## src/hw/rtl/mf3_pkg.sv

```systemverilog
// mf3_pkg: constants, codes and the job type of the 3x3 median filter
// no dependencies; used by every other file of the block but the assertion header
`timescale 1ns / 1ps

package mf3_pkg;

    localparam int MAX_WIDTH   = 64;
    localparam int MAX_HEIGHT  = 1024;

    localparam int PIX_W       = 8;
    localparam int FW_W        = 7;
    localparam int FH_W        = 11;
    localparam int COL_W       = $clog2(MAX_WIDTH);
    localparam int ROW_W       = FH_W;
    localparam int BAND_W      = 2;
    localparam int STORE_DEPTH = 3 * MAX_WIDTH;
    localparam int ADDR_W      = $clog2(STORE_DEPTH);

    localparam int CFG_IDX_W   = 4;
    localparam int CFG_DATA_W  = 11;

    localparam int QUEUE_DEPTH = 2;
    localparam int QPTR_W      = $clog2(QUEUE_DEPTH);
    localparam int QCNT_W      = $clog2(QUEUE_DEPTH + 1);

    typedef enum logic
    {
        CMD_PUSH  = 1'b0,
        CMD_DRAIN = 1'b1
    } cmd_t;

    localparam logic [CFG_IDX_W-1:0] CFG_FRAME_WIDTH  = CFG_IDX_W'(0);
    localparam logic [CFG_IDX_W-1:0] CFG_FRAME_HEIGHT = CFG_IDX_W'(1);

    // one unit of work handed from the front to the back
    typedef struct packed
    {
        logic              wr_en;
        logic              emit;
        logic              border;
        logic              last;
        logic [PIX_W-1:0]  pixel;
        logic [ADDR_W-1:0] wr_addr;
        logic [ADDR_W-1:0] mid_addr;
        logic [ADDR_W-1:0] up_addr;
    } job_t;

endpackage

```

## src/hw/rtl/mf3_if.sv

```systemverilog
// mf3_if: valid/ready channel interfaces of the median filter
// depends on mf3_pkg for field widths
`timescale 1ns / 1ps

interface mf3_pix_if;
    logic                        valid;
    logic                        ready;
    logic                        command;
    logic [mf3_pkg::PIX_W-1:0]   pixel_in;

    modport source (output valid, output command, output pixel_in, input ready);
    modport sink   (input valid, input command, input pixel_in, output ready);
endinterface

interface mf3_res_if;
    logic                        valid;
    logic                        ready;
    logic [mf3_pkg::PIX_W-1:0]   pixel_out;
    logic                        is_border;
    logic                        frame_last;

    modport source (output valid, output pixel_out, output is_border, output frame_last,
                    input ready);
    modport sink   (input valid, input pixel_out, input is_border, input frame_last,
                    output ready);
endinterface

interface mf3_cfg_if;
    logic                            valid;
    logic                            ready;
    logic [mf3_pkg::CFG_IDX_W-1:0]   index;
    logic [mf3_pkg::CFG_DATA_W-1:0]  data;

    modport source (output valid, output index, output data, input ready);
    modport sink   (input valid, input index, input data, output ready);
endinterface

```

## src/hw/rtl/mf3_front.sv

```systemverilog
// mf3_front: accepts beats and register writes, tracks frame positions, builds jobs
// depends on mf3_pkg and mf3_if
`timescale 1ns / 1ps

module mf3_front
(
    input  logic           clk,
    input  logic           rst_n,
    mf3_pix_if.sink        pixels,
    mf3_cfg_if.sink        regs,
    input  logic           q_full,
    output logic           enq,
    output mf3_pkg::job_t  enq_job
);

    localparam logic [mf3_pkg::FW_W-1:0] W_MIN = mf3_pkg::FW_W'(3);
    localparam logic [mf3_pkg::FW_W-1:0] W_MAX = mf3_pkg::FW_W'(mf3_pkg::MAX_WIDTH);
    localparam logic [mf3_pkg::FH_W-1:0] H_MIN = mf3_pkg::FH_W'(3);
    localparam logic [mf3_pkg::FH_W-1:0] H_MAX = mf3_pkg::FH_W'(mf3_pkg::MAX_HEIGHT);

    logic [mf3_pkg::FW_W-1:0]   fw_reg;
    logic [mf3_pkg::FH_W-1:0]   fh_reg;
    logic [mf3_pkg::ROW_W-1:0]  in_row_reg;
    logic [mf3_pkg::COL_W-1:0]  in_col_reg;
    logic [mf3_pkg::BAND_W-1:0] in_band_reg;
    logic [mf3_pkg::ROW_W-1:0]  out_row_reg;
    logic [mf3_pkg::COL_W-1:0]  out_col_reg;
    logic                       complete_reg;

    logic [mf3_pkg::FW_W-1:0]   w_eff;
    logic [mf3_pkg::FW_W-1:0]   w_m1;
    logic [mf3_pkg::FH_W-1:0]   h_eff;
    logic [mf3_pkg::FH_W-1:0]   h_m1;
    logic [mf3_pkg::BAND_W-1:0] band_m1;
    logic [mf3_pkg::BAND_W-1:0] band_m2;
    logic [mf3_pkg::BAND_W-1:0] band_next;
    logic                       in_last_col;
    logic                       in_last_row;
    logic                       out_last_col;
    logic                       out_last_row;
    logic                       is_drain;
    logic                       do_push;
    logic                       do_drain;
    logic                       emit;
    logic                       out_border;
    logic                       out_last;

    function automatic logic [mf3_pkg::ADDR_W-1:0] band_addr
    (
        input logic [mf3_pkg::BAND_W-1:0] band,
        input logic [mf3_pkg::COL_W-1:0]  col
    );
        return mf3_pkg::ADDR_W'(band) * mf3_pkg::ADDR_W'(mf3_pkg::MAX_WIDTH)
               + mf3_pkg::ADDR_W'(col);
    endfunction

    assign regs.ready   = 1'b1;
    assign pixels.ready = !q_full;

    always_comb
    begin
        priority if (fw_reg < W_MIN)
            w_eff = W_MIN;
        else if (fw_reg > W_MAX)
            w_eff = W_MAX;
        else
            w_eff = fw_reg;

        priority if (fh_reg < H_MIN)
            h_eff = H_MIN;
        else if (fh_reg > H_MAX)
            h_eff = H_MAX;
        else
            h_eff = fh_reg;
    end

    assign w_m1 = w_eff - mf3_pkg::FW_W'(1);
    assign h_m1 = h_eff - mf3_pkg::FH_W'(1);

    // rows live in bands row mod 3; the two rows above the input row
    always_comb
    begin
        unique case (in_band_reg)
            2'd0:
            begin
                band_m1   = 2'd2;
                band_m2   = 2'd1;
                band_next = 2'd1;
            end
            2'd1:
            begin
                band_m1   = 2'd0;
                band_m2   = 2'd2;
                band_next = 2'd2;
            end
            default:
            begin
                band_m1   = 2'd1;
                band_m2   = 2'd0;
                band_next = 2'd0;
            end
        endcase
    end

    assign in_last_col  = (mf3_pkg::FW_W'(in_col_reg) == w_m1);
    assign in_last_row  = (in_row_reg == h_m1);
    assign out_last_col = (mf3_pkg::FW_W'(out_col_reg) == w_m1);
    assign out_last_row = (out_row_reg == h_m1);

    assign is_drain = (mf3_pkg::cmd_t'(pixels.command) == mf3_pkg::CMD_DRAIN);
    assign do_push  = !is_drain && !complete_reg;
    assign do_drain = is_drain && complete_reg;

    // a push emits once the lower-right neighbour of the next output is in
    assign emit = do_drain
                || (do_push && ((in_row_reg >= mf3_pkg::ROW_W'(2))
                || (in_row_reg == mf3_pkg::ROW_W'(1) && in_col_reg != '0)));

    assign out_border = (out_row_reg == '0) || (out_col_reg == '0)
                      || out_last_row || out_last_col;
    assign out_last   = out_last_row && out_last_col;

    assign enq = pixels.valid && pixels.ready && (do_push || do_drain);

    always_comb
    begin
        enq_job.wr_en    = do_push;
        enq_job.emit     = emit;
        enq_job.border   = out_border;
        enq_job.last     = out_last;
        enq_job.pixel    = pixels.pixel_in;
        enq_job.wr_addr  = band_addr(in_band_reg, in_col_reg);
        enq_job.mid_addr = band_addr(band_m1, in_col_reg);
        enq_job.up_addr  = band_addr(band_m2, in_col_reg);
    end

    always_ff @(posedge clk or negedge rst_n)
    begin
        if (!rst_n)
        begin
            fw_reg       <= mf3_pkg::FW_W'(5);
            fh_reg       <= mf3_pkg::FH_W'(5);
            in_row_reg   <= '0;
            in_col_reg   <= '0;
            in_band_reg  <= '0;
            out_row_reg  <= '0;
            out_col_reg  <= '0;
            complete_reg <= 1'b0;
        end
        else if (regs.valid)
        begin
            if (regs.index == mf3_pkg::CFG_FRAME_WIDTH)
                fw_reg <= regs.data[mf3_pkg::FW_W-1:0];
            if (regs.index == mf3_pkg::CFG_FRAME_HEIGHT)
                fh_reg <= regs.data[mf3_pkg::FH_W-1:0];
            if (regs.index == mf3_pkg::CFG_FRAME_WIDTH
                || regs.index == mf3_pkg::CFG_FRAME_HEIGHT)
            begin
                in_row_reg   <= '0;
                in_col_reg   <= '0;
                in_band_reg  <= '0;
                out_row_reg  <= '0;
                out_col_reg  <= '0;
                complete_reg <= 1'b0;
            end
        end
        else if (enq)
        begin
            if (emit && out_last)
            begin
                in_row_reg   <= '0;
                in_col_reg   <= '0;
                in_band_reg  <= '0;
                out_row_reg  <= '0;
                out_col_reg  <= '0;
                complete_reg <= 1'b0;
            end
            else
            begin
                // drains keep walking the input position past the last row so the
                // back reads the right columns for the tail
                if (in_last_col)
                begin
                    in_col_reg  <= '0;
                    in_row_reg  <= in_row_reg + mf3_pkg::ROW_W'(1);
                    in_band_reg <= band_next;
                    if (do_push && in_last_row)
                        complete_reg <= 1'b1;
                end
                else
                begin
                    in_col_reg <= in_col_reg + mf3_pkg::COL_W'(1);
                end

                if (emit)
                begin
                    if (out_last_col)
                    begin
                        out_col_reg <= '0;
                        out_row_reg <= out_row_reg + mf3_pkg::ROW_W'(1);
                    end
                    else
                    begin
                        out_col_reg <= out_col_reg + mf3_pkg::COL_W'(1);
                    end
                end
            end
        end
    end

endmodule

```

## src/hw/rtl/mf3_queue.sv

```systemverilog
// mf3_queue: short job queue between the front and the back of the median filter
// depends on mf3_pkg for the job type and depth
`timescale 1ns / 1ps

module mf3_queue
(
    input  logic           clk,
    input  logic           rst_n,
    input  logic           push,
    input  mf3_pkg::job_t  push_job,
    output logic           full,
    output logic           valid,
    output mf3_pkg::job_t  head,
    input  logic           pop
);

    mf3_pkg::job_t                entry_reg [mf3_pkg::QUEUE_DEPTH];
    logic [mf3_pkg::QPTR_W-1:0]   wr_ptr_reg;
    logic [mf3_pkg::QPTR_W-1:0]   rd_ptr_reg;
    logic [mf3_pkg::QCNT_W-1:0]   count_reg;

    assign full  = (count_reg == mf3_pkg::QCNT_W'(mf3_pkg::QUEUE_DEPTH));
    assign valid = (count_reg != '0);
    assign head  = entry_reg[rd_ptr_reg];

    always_ff @(posedge clk)
    begin
        if (push)
            entry_reg[wr_ptr_reg] <= push_job;
    end

    // pointers wrap naturally since the depth is a power of two
    always_ff @(posedge clk or negedge rst_n)
    begin
        if (!rst_n)
        begin
            wr_ptr_reg <= '0;
            rd_ptr_reg <= '0;
            count_reg  <= '0;
        end
        else
        begin
            if (push)
                wr_ptr_reg <= wr_ptr_reg + mf3_pkg::QPTR_W'(1);
            if (pop)
                rd_ptr_reg <= rd_ptr_reg + mf3_pkg::QPTR_W'(1);
            if (push && !pop)
                count_reg <= count_reg + mf3_pkg::QCNT_W'(1);
            else if (pop && !push)
                count_reg <= count_reg - mf3_pkg::QCNT_W'(1);
        end
    end

endmodule

```

## src/hw/rtl/mf3_back.sv

```systemverilog
// mf3_back: row store, sliding 3x3 window and median network of the filter
// depends on mf3_pkg and mf3_if
`timescale 1ns / 1ps

module mf3_back
(
    input  logic           clk,
    input  logic           rst_n,
    input  logic           q_valid,
    input  mf3_pkg::job_t  q_head,
    output logic           q_pop,
    mf3_res_if.source      filtered
);

    localparam int PW = mf3_pkg::PIX_W;

    typedef struct packed
    {
        logic [PW-1:0] lo;
        logic [PW-1:0] md;
        logic [PW-1:0] hi;
        logic [PW-1:0] raw;
    } col_t;

    logic [PW-1:0] store [mf3_pkg::STORE_DEPTH];

    // read stage
    logic          v1_reg;
    logic          emit1_reg;
    logic          border1_reg;
    logic          last1_reg;
    logic [PW-1:0] pix1_reg;
    logic [PW-1:0] up1_reg;
    logic [PW-1:0] mid1_reg;

    // window stage
    logic          v2_reg;
    logic          emit2_reg;
    logic          border2_reg;
    logic          last2_reg;
    col_t          win_reg [3];
    col_t          new_col;

    // reduce stage
    logic          v3_reg;
    logic          border3_reg;
    logic          last3_reg;
    logic [PW-1:0] lo_max_reg;
    logic [PW-1:0] md_med_reg;
    logic [PW-1:0] hi_min_reg;
    logic [PW-1:0] raw3_reg;

    // output register
    logic          v4_reg;
    logic          border4_reg;
    logic          last4_reg;
    logic [PW-1:0] pix4_reg;

    logic          adv1;
    logic          adv2;
    logic          adv3;
    logic          adv4;

    function automatic logic [PW-1:0] min2(input logic [PW-1:0] a, input logic [PW-1:0] b);
        return (a < b) ? a : b;
    endfunction

    function automatic logic [PW-1:0] max2(input logic [PW-1:0] a, input logic [PW-1:0] b);
        return (a < b) ? b : a;
    endfunction

    function automatic logic [PW-1:0] med3
    (
        input logic [PW-1:0] a,
        input logic [PW-1:0] b,
        input logic [PW-1:0] c
    );
        return max2(min2(a, b), min2(max2(a, b), c));
    endfunction

    assign adv4  = !v4_reg || filtered.ready;
    assign adv3  = !v3_reg || adv4;
    assign adv2  = !v2_reg || adv3;
    assign adv1  = !v1_reg || adv2;
    assign q_pop = q_valid && adv1;

    // store write and registered reads of the two rows above the new pixel
    always_ff @(posedge clk)
    begin
        if (q_pop)
        begin
            if (q_head.wr_en)
                store[q_head.wr_addr] <= q_head.pixel;
            up1_reg     <= store[q_head.up_addr];
            mid1_reg    <= store[q_head.mid_addr];
            pix1_reg    <= q_head.pixel;
            emit1_reg   <= q_head.emit;
            border1_reg <= q_head.border;
            last1_reg   <= q_head.last;
        end
    end

    // incoming column sorted once on entry; raw centre kept for border beats
    always_comb
    begin
        new_col.lo  = min2(min2(up1_reg, mid1_reg), pix1_reg);
        new_col.hi  = max2(max2(up1_reg, mid1_reg), pix1_reg);
        new_col.md  = med3(up1_reg, mid1_reg, pix1_reg);
        new_col.raw = mid1_reg;
    end

    always_ff @(posedge clk)
    begin
        if (adv2 && v1_reg)
        begin
            win_reg[0]  <= win_reg[1];
            win_reg[1]  <= win_reg[2];
            win_reg[2]  <= new_col;
            emit2_reg   <= emit1_reg;
            border2_reg <= border1_reg;
            last2_reg   <= last1_reg;
        end
    end

    always_ff @(posedge clk)
    begin
        if (adv3)
        begin
            lo_max_reg  <= max2(max2(win_reg[0].lo, win_reg[1].lo), win_reg[2].lo);
            md_med_reg  <= med3(win_reg[0].md, win_reg[1].md, win_reg[2].md);
            hi_min_reg  <= min2(min2(win_reg[0].hi, win_reg[1].hi), win_reg[2].hi);
            raw3_reg    <= win_reg[1].raw;
            border3_reg <= border2_reg;
            last3_reg   <= last2_reg;
        end
    end

    always_ff @(posedge clk)
    begin
        if (adv4)
        begin
            pix4_reg    <= border3_reg ? raw3_reg : med3(lo_max_reg, md_med_reg, hi_min_reg);
            border4_reg <= border3_reg;
            last4_reg   <= last3_reg;
        end
    end

    always_ff @(posedge clk or negedge rst_n)
    begin
        if (!rst_n)
        begin
            v1_reg <= 1'b0;
            v2_reg <= 1'b0;
            v3_reg <= 1'b0;
            v4_reg <= 1'b0;
        end
        else
        begin
            if (adv1)
                v1_reg <= q_valid;
            if (adv2)
                v2_reg <= v1_reg;
            // only emitting jobs carry on past the window
            if (adv3)
                v3_reg <= v2_reg && emit2_reg;
            if (adv4)
                v4_reg <= v3_reg;
        end
    end

    assign filtered.valid      = v4_reg;
    assign filtered.pixel_out  = pix4_reg;
    assign filtered.is_border  = border4_reg;
    assign filtered.frame_last = last4_reg;

endmodule

```

## src/hw/rtl/median_filter_3x3.sv

```systemverilog
// median_filter_3x3: top level of the streaming 3x3 median filter
// depends on mf3_pkg, mf3_if, mf3_front, mf3_queue and mf3_back
`timescale 1ns / 1ps

// Usage
//   pixels   : command 0 pushes pixel_in, command 1 drains one pending output.
//   filtered : pixel_out with is_border and frame_last, one beat per result.
//   regs     : index 0 frame_width (clamped to 3..64), index 1 frame_height
//              (clamped to 3..1024); always ready, a write to either restarts
//              the frame, other indices are ignored.
//              Write only while no result is outstanding.
//   Pixels go in raster order. The result for pixel k comes with the push of
//   pixel k + width + 1; the last width + 1 results need one drain each.
//   Pushes after the frame's last pixel, and drains before it, give no result.
//   Pipeline: a result beat is registered after the beat that causes it through
//   queue write, store read, window shift, min/max reduce and final median.
//   Throughput: one beat per cycle while filtered is not held off; set by the
//   registered store read and the window shift done once per beat.
//   Stall: when filtered is held off, the pipeline holds and the two-entry job
//   queue fills; pixels.ready then falls until results are taken.
//   Reset: 5x5 frame, all positions cleared, pipeline empty. Row store contents
//   are undefined but never used before the current frame writes them.
module median_filter_3x3
(
    input  logic      clk,
    input  logic      rst_n,
    mf3_pix_if.sink   pixels,
    mf3_res_if.source filtered,
    mf3_cfg_if.sink   regs
);

    logic           q_full;
    logic           enq;
    logic           q_valid;
    logic           q_pop;
    mf3_pkg::job_t  enq_job;
    mf3_pkg::job_t  q_head;

    mf3_front u_front
    (
        .clk     (clk),
        .rst_n   (rst_n),
        .pixels  (pixels),
        .regs    (regs),
        .q_full  (q_full),
        .enq     (enq),
        .enq_job (enq_job)
    );

    mf3_queue u_queue
    (
        .clk      (clk),
        .rst_n    (rst_n),
        .push     (enq),
        .push_job (enq_job),
        .full     (q_full),
        .valid    (q_valid),
        .head     (q_head),
        .pop      (q_pop)
    );

    mf3_back u_back
    (
        .clk      (clk),
        .rst_n    (rst_n),
        .q_valid  (q_valid),
        .q_head   (q_head),
        .q_pop    (q_pop),
        .filtered (filtered)
    );

endmodule

```

## src/flat_wrapper.sv

```systemverilog
// flat-port wrapper written by rule: the top's interface ports become plain ports
module median_filter_3x3_flat 
  (clk, rst_n, pixels_valid, pixels_command, pixels_pixel_in, pixels_ready, filtered_valid, filtered_pixel_out, filtered_is_border, filtered_frame_last, filtered_ready, regs_valid, regs_index, regs_data, regs_ready);
  mf3_pix_if pixels_i ();
  mf3_res_if filtered_i ();
  mf3_cfg_if regs_i ();
  input  logic clk;
  input  logic rst_n;
  input wire logic [$bits(pixels_i.valid)-1:0] pixels_valid;
  input wire logic [$bits(pixels_i.command)-1:0] pixels_command;
  input wire logic [$bits(pixels_i.pixel_in)-1:0] pixels_pixel_in;
  output wire logic [$bits(pixels_i.ready)-1:0] pixels_ready;
  output wire logic [$bits(filtered_i.valid)-1:0] filtered_valid;
  output wire logic [$bits(filtered_i.pixel_out)-1:0] filtered_pixel_out;
  output wire logic [$bits(filtered_i.is_border)-1:0] filtered_is_border;
  output wire logic [$bits(filtered_i.frame_last)-1:0] filtered_frame_last;
  input wire logic [$bits(filtered_i.ready)-1:0] filtered_ready;
  input wire logic [$bits(regs_i.valid)-1:0] regs_valid;
  input wire logic [$bits(regs_i.index)-1:0] regs_index;
  input wire logic [$bits(regs_i.data)-1:0] regs_data;
  output wire logic [$bits(regs_i.ready)-1:0] regs_ready;
  assign pixels_i.valid = pixels_valid;
  assign pixels_i.command = pixels_command;
  assign pixels_i.pixel_in = pixels_pixel_in;
  assign pixels_ready = pixels_i.ready;
  assign filtered_valid = filtered_i.valid;
  assign filtered_pixel_out = filtered_i.pixel_out;
  assign filtered_is_border = filtered_i.is_border;
  assign filtered_frame_last = filtered_i.frame_last;
  assign filtered_i.ready = filtered_ready;
  assign regs_i.valid = regs_valid;
  assign regs_i.index = regs_index;
  assign regs_i.data = regs_data;
  assign regs_ready = regs_i.ready;
  median_filter_3x3 u_core (.clk(clk), .rst_n(rst_n), .pixels(pixels_i), .filtered(filtered_i), .regs(regs_i));
endmodule
```

## config.mk

```make
export PLATFORM = sky130hd
export DESIGN_NAME = median_filter_3x3_flat
export DESIGN_NICKNAME = d
export VERILOG_FILES = /design/src/hw/rtl/mf3_pkg.sv /design/src/hw/rtl/mf3_if.sv /design/src/hw/rtl/mf3_front.sv /design/src/hw/rtl/mf3_queue.sv /design/src/hw/rtl/mf3_back.sv /design/src/hw/rtl/median_filter_3x3.sv /design/src/flat_wrapper.sv
export SDC_FILE = /design/constraint.sdc
export NUM_CORES = 2
export LEC_CHECK = 0
export ABC_CLOCK_PERIOD_IN_PS = 7600
export BUFFER_PORTS_ARGS = -buffer_cell sky130_fd_sc_hd__buf_2
export CAP_MARGIN = 30
export CORE_ASPECT_RATIO = 0.75
export CORE_MARGIN = 2
export CORE_UTILIZATION = 40
export DETAILED_ROUTE_END_ITERATION = 6
export SLEW_MARGIN = 20
export SYNTH_ARGS = -nofsm -noshare
export SYNTH_HDL_FRONTEND = slang
export SYNTH_SLANG_ARGS = --single-unit
```

## constraint.sdc

```tcl
create_clock -name clk -period 7.6 [get_ports clk]
set_input_delay 1.9 -clock clk [delete_from_list [all_inputs] [get_ports clk]]
set_output_delay 1.9 -clock clk [all_outputs]
set_load 0.03 [all_outputs]
```

==> impl_metrics.py <==
metrics = {
    "placed_design": {
        "place.port_buffers": 40,
        "place_congestion": 0.832,
        "place_hpwl_um": 106000,
    },
    "routing": {
        "drtAntennaViolNets": 0,
        "routedWlPerCell_um": 26.4,
        "num_vias": 38311,
        "wl_met1_um": 81300,
        "drt_iter0_markers": 4637,
        "first_pass_iters": 6,
        "totalWireLength_um": 177000,
        "vias_per_cell": 5.70,
        "route.met3.wl_um": 13400,
        "top_layer": "met4",
        "wl_met2_um": 79000,
        "drc": 0,
    },
    "power_and_ir_drop": {
        "peakVddDrop_mv": 0.333,
        "leakagePower_nw": 27.0,
        "p_int_w": 0.0224,
        "power_frac_seq": 0.390,
        "combPwrFrac": 0.370,
        "p_per_area_mw_per_mm2": 417,
        "power.share.switching": 0.352,
        "clockPowerShare": 0.241,
        "finalPower_w": 0.0346,
        "switching_power_w": 0.0122,
    },
    "sta": {
        "slew_violations": 0,
        "rsz0062_at_grt": "false",
        "finalCritPeriodShare": 0.801,
        "fin_worst_skew_ps": 28.8,
        "fmax_mhz": 164,
        "post-route-min-period_ps": 6090,
        "worst_pin_slew_ps": 1020,
        "setup_viol_count_final": 0,
        "hold_viol": 0,
        "setup_tns_ps": 0,
        "slew_headroom": 0.317,
    },
    "synth": {
        "synth_edf_count": 1744,
        "netlist_area_mm2": 0.0743,
        "postSynthAreaPerCell_um2": 18.4,
        "yosysWarnings": 0,
        "ys_seq_area_frac": 0.726,
        "synth-seq-cells": 1807,
        "dominantRegCellSynth": "edfxtp_1",
        "async_reset_ff_frac": 0.0349,
        "netlist_instances": 4040,
        "syn-num-nets": 4181,
        "ys_types": 84,
    },
    "clock_tree": {
        "cts.sinks": 1807,
        "htree_levels": 4,
        "clock_latency_ps": 810,
        "numCtsBuffers": 168,
        "postCtsResizedCells": 0,
        "post_cts.repair.setup_buffers": 0,
        "cts_root_buf": "clkbuf_16",
        "ctsHoldBuffers": 0,
        "clk_path_buf_depth": 3,
        "path_clk_slew_ps": 70,
        "tritoncts": "yes",
    },
    "setup_path": {
        "slowest_stage": "o21ai_0",
        "crit_fanout": 10,
        "startpoint_type": "register",
        "path_class": "reg -> reg",
        "end_kind": "register",
        "cp_top_family": "compound AO/OA/AOI/OAI gates",
        "cp_num_buf_inv": 2,
        "slowest_delay_ps": 580,
        "crit_required_ps": 8160,
        "cp.arrival_ps": 6640,
    },
    "cells_and_area": {
        "layout-drive-gt1-share": 0.202,
        "fin_nets": 4246,
        "syn_to_final_growth_pct": 11.8,
        "final_common_cell": "edfxtp_1",
        "final_cell_mix": "edfxtp_1, mux4_2, nor2_1",
        "largest_reg_flops": 1536,
    },
    "die": {
        "boundaryPins": 42,
        "fp.dieArea_mm2": 0.189,
        "die_h_um": 377,
        "initial_core_util": 0.404,
        "die_width_um": 502,
        "fp-row-count": 136,
        "core_area_mm2": 0.184,
    },
    "global_route": {
        "gr-total-overflow": 0,
        "grt_pass1_wl_um": 260000,
        "grt_max_degree": 123,
        "antenna_found_initial": 2,
        "grt_util_all_layers": 0.187,
        "grt_pass1_vias": 37279,
    },
    "min_path": {
        "hold_class": "reg -> reg",
    },
    "outcome": {
        "status": "complete, no violations",
    },
    "run": {
        "maxCapViolCount": 0,
    },
}
[synthesized netlist by cell type (65+ instances only)]
cell | n | area share
o21ai_0 | 101 | 0.0068
a22oi_1 | 93 | 0.0094
nand2_1 | 205 | 0.010
nor2_1 | 274 | 0.014
mux2i_1 | 109 | 0.015
inv_1 | 113 | 0.0057
edfxtp_1 | 1744 | 0.70
mux4_2 | 384 | 0.12
a21oi_1 | 65 | 0.0044
mux2_2 | 89 | 0.013
clkbuf_1 | 150 | 0.0076
ha_1 | 112 | 0.019
[per-layer routing]
layer	track usage	vias to the layer above
met1	0.287	20061
li1	-	16506
met5	0	-
met3	0.0327	212
met4	0.0516	0
met2	0.273	1532
[kinds of logic (layout without fill, tap and decap cells)]
logic type | count (synthesis) | after routing | synth area share
adders and majority gates | 112 | 112 | 0.0189
DFF | 1807 | 1807 | 0.726
buffers and inverters | 331 | 533 | 0.0176
AOI/OAI and AO/OA | 505 | 505 | 0.0477
xor gates and xnor gates | 41 | 41 | 0.00502
other | 1 | 2 | 0.0000505
muxes | 584 | 584 | 0.145
and+or+nand+nor | 659 | 659 | 0.0398
[final timing paths]
| path | end | slack [ps] | startpoint | depth (start not counted) |
|---|---|---|---|---|
| worst max register to register | u_core.u_back.filtered.pixel_out[3] | 1510 | u_core.u_back.lo_max_reg[2] | 25 |
| worst min register to register | u_core.u_back.raw3_reg[7] | 410 | u_core.u_back.win_reg[0][39] | 0 |
| max in group asynchronous | u_core.u_front.fw_reg[0] | 6010 | rst_n | 3 |
| min in group asynchronous | u_core.u_front.out_row_reg[7] | 1030 | rst_n | 2 |
| worst max-delay path | u_core.u_back.filtered.pixel_out[3] | 1510 | u_core.u_back.lo_max_reg[2] | 25 |
| worst min-delay path | u_core.u_back.raw3_reg[7] | 410 | u_core.u_back.win_reg[0][39] | 0 |
[area by class of cell]
| type | count | area, um2 |
|---|---|---|
| Tap cell | 2484 | 3110 |
| Sequential cell | 1807 | 54000 |
| Fill cell | 15580 | 101000 |
| Timing Repair Buffer | 111 | 940 |
| Clock inverter | 89 | 858 |
| Inverter | 115 | 432 |
| Antenna cell | 1 | 2.50 |
| Clock buffer | 218 | 4490 |
| Multi-Input combinational cell | 1902 | 19300 |
[through the flow]
| step | setup WS, ps | area (um2) | hold slack, ps | cells | utilization |
|---|---|---|---|---|---|
| detailed placement | 1310 | 77500 | 406 | 6405 | 0.421 |
| finish | 1510 | 83100 | 411 | 6727 | 0.452 |
| CTS | 1290 | 82900 | 417 | 6712 | 0.450 |
| global route | 945 | 83100 | 423 | 6726 | 0.452 |
| floorplan | 2110 | 74300 | 400 | 4040 | - |
| global placement | 1210 | 77500 | 401 | 6402 | 0.421 |
[worst reg2reg max path, stage by stage, from the launching register on]
cell      delay [ps]
edfxtp_1         410
ha_1             320
nand2_1           50
o21ai_0          170
a21oi_1          140
o21ai_0          580
buf_2            280
mux2_2           360
ha_1             310
a21oi_1          140
o21ai_0          130
a2111o_1         450
nor2_1           110
o211ai_1         150
and2_1           350
a21o_1           240
ha_1             290
nand4_1          150
nor2_1           160
nand2_1           70
nand3_1          110
a21oi_1           70
a31oi_1          280
clkbuf_4         270
a211oi_1          70
o22a_1           200
[power groups by stage]
stage / registers (W) / clock network (W) / logic (W)
final: 0.0135 / 0.00834 / 0.0128
after global routing: 0.0136 / 0.00888 / 0.0140
after CTS: 0.0135 / 0.00847 / 0.0127
after detailed placement: 0.0137 / 0 / 0.0127
after global placement: 0.0137 / 0 / 0.0125
after floorplan: 0.0136 / 0 / 0.00860
Note: power is estimated with default switching activity, not from simulation.
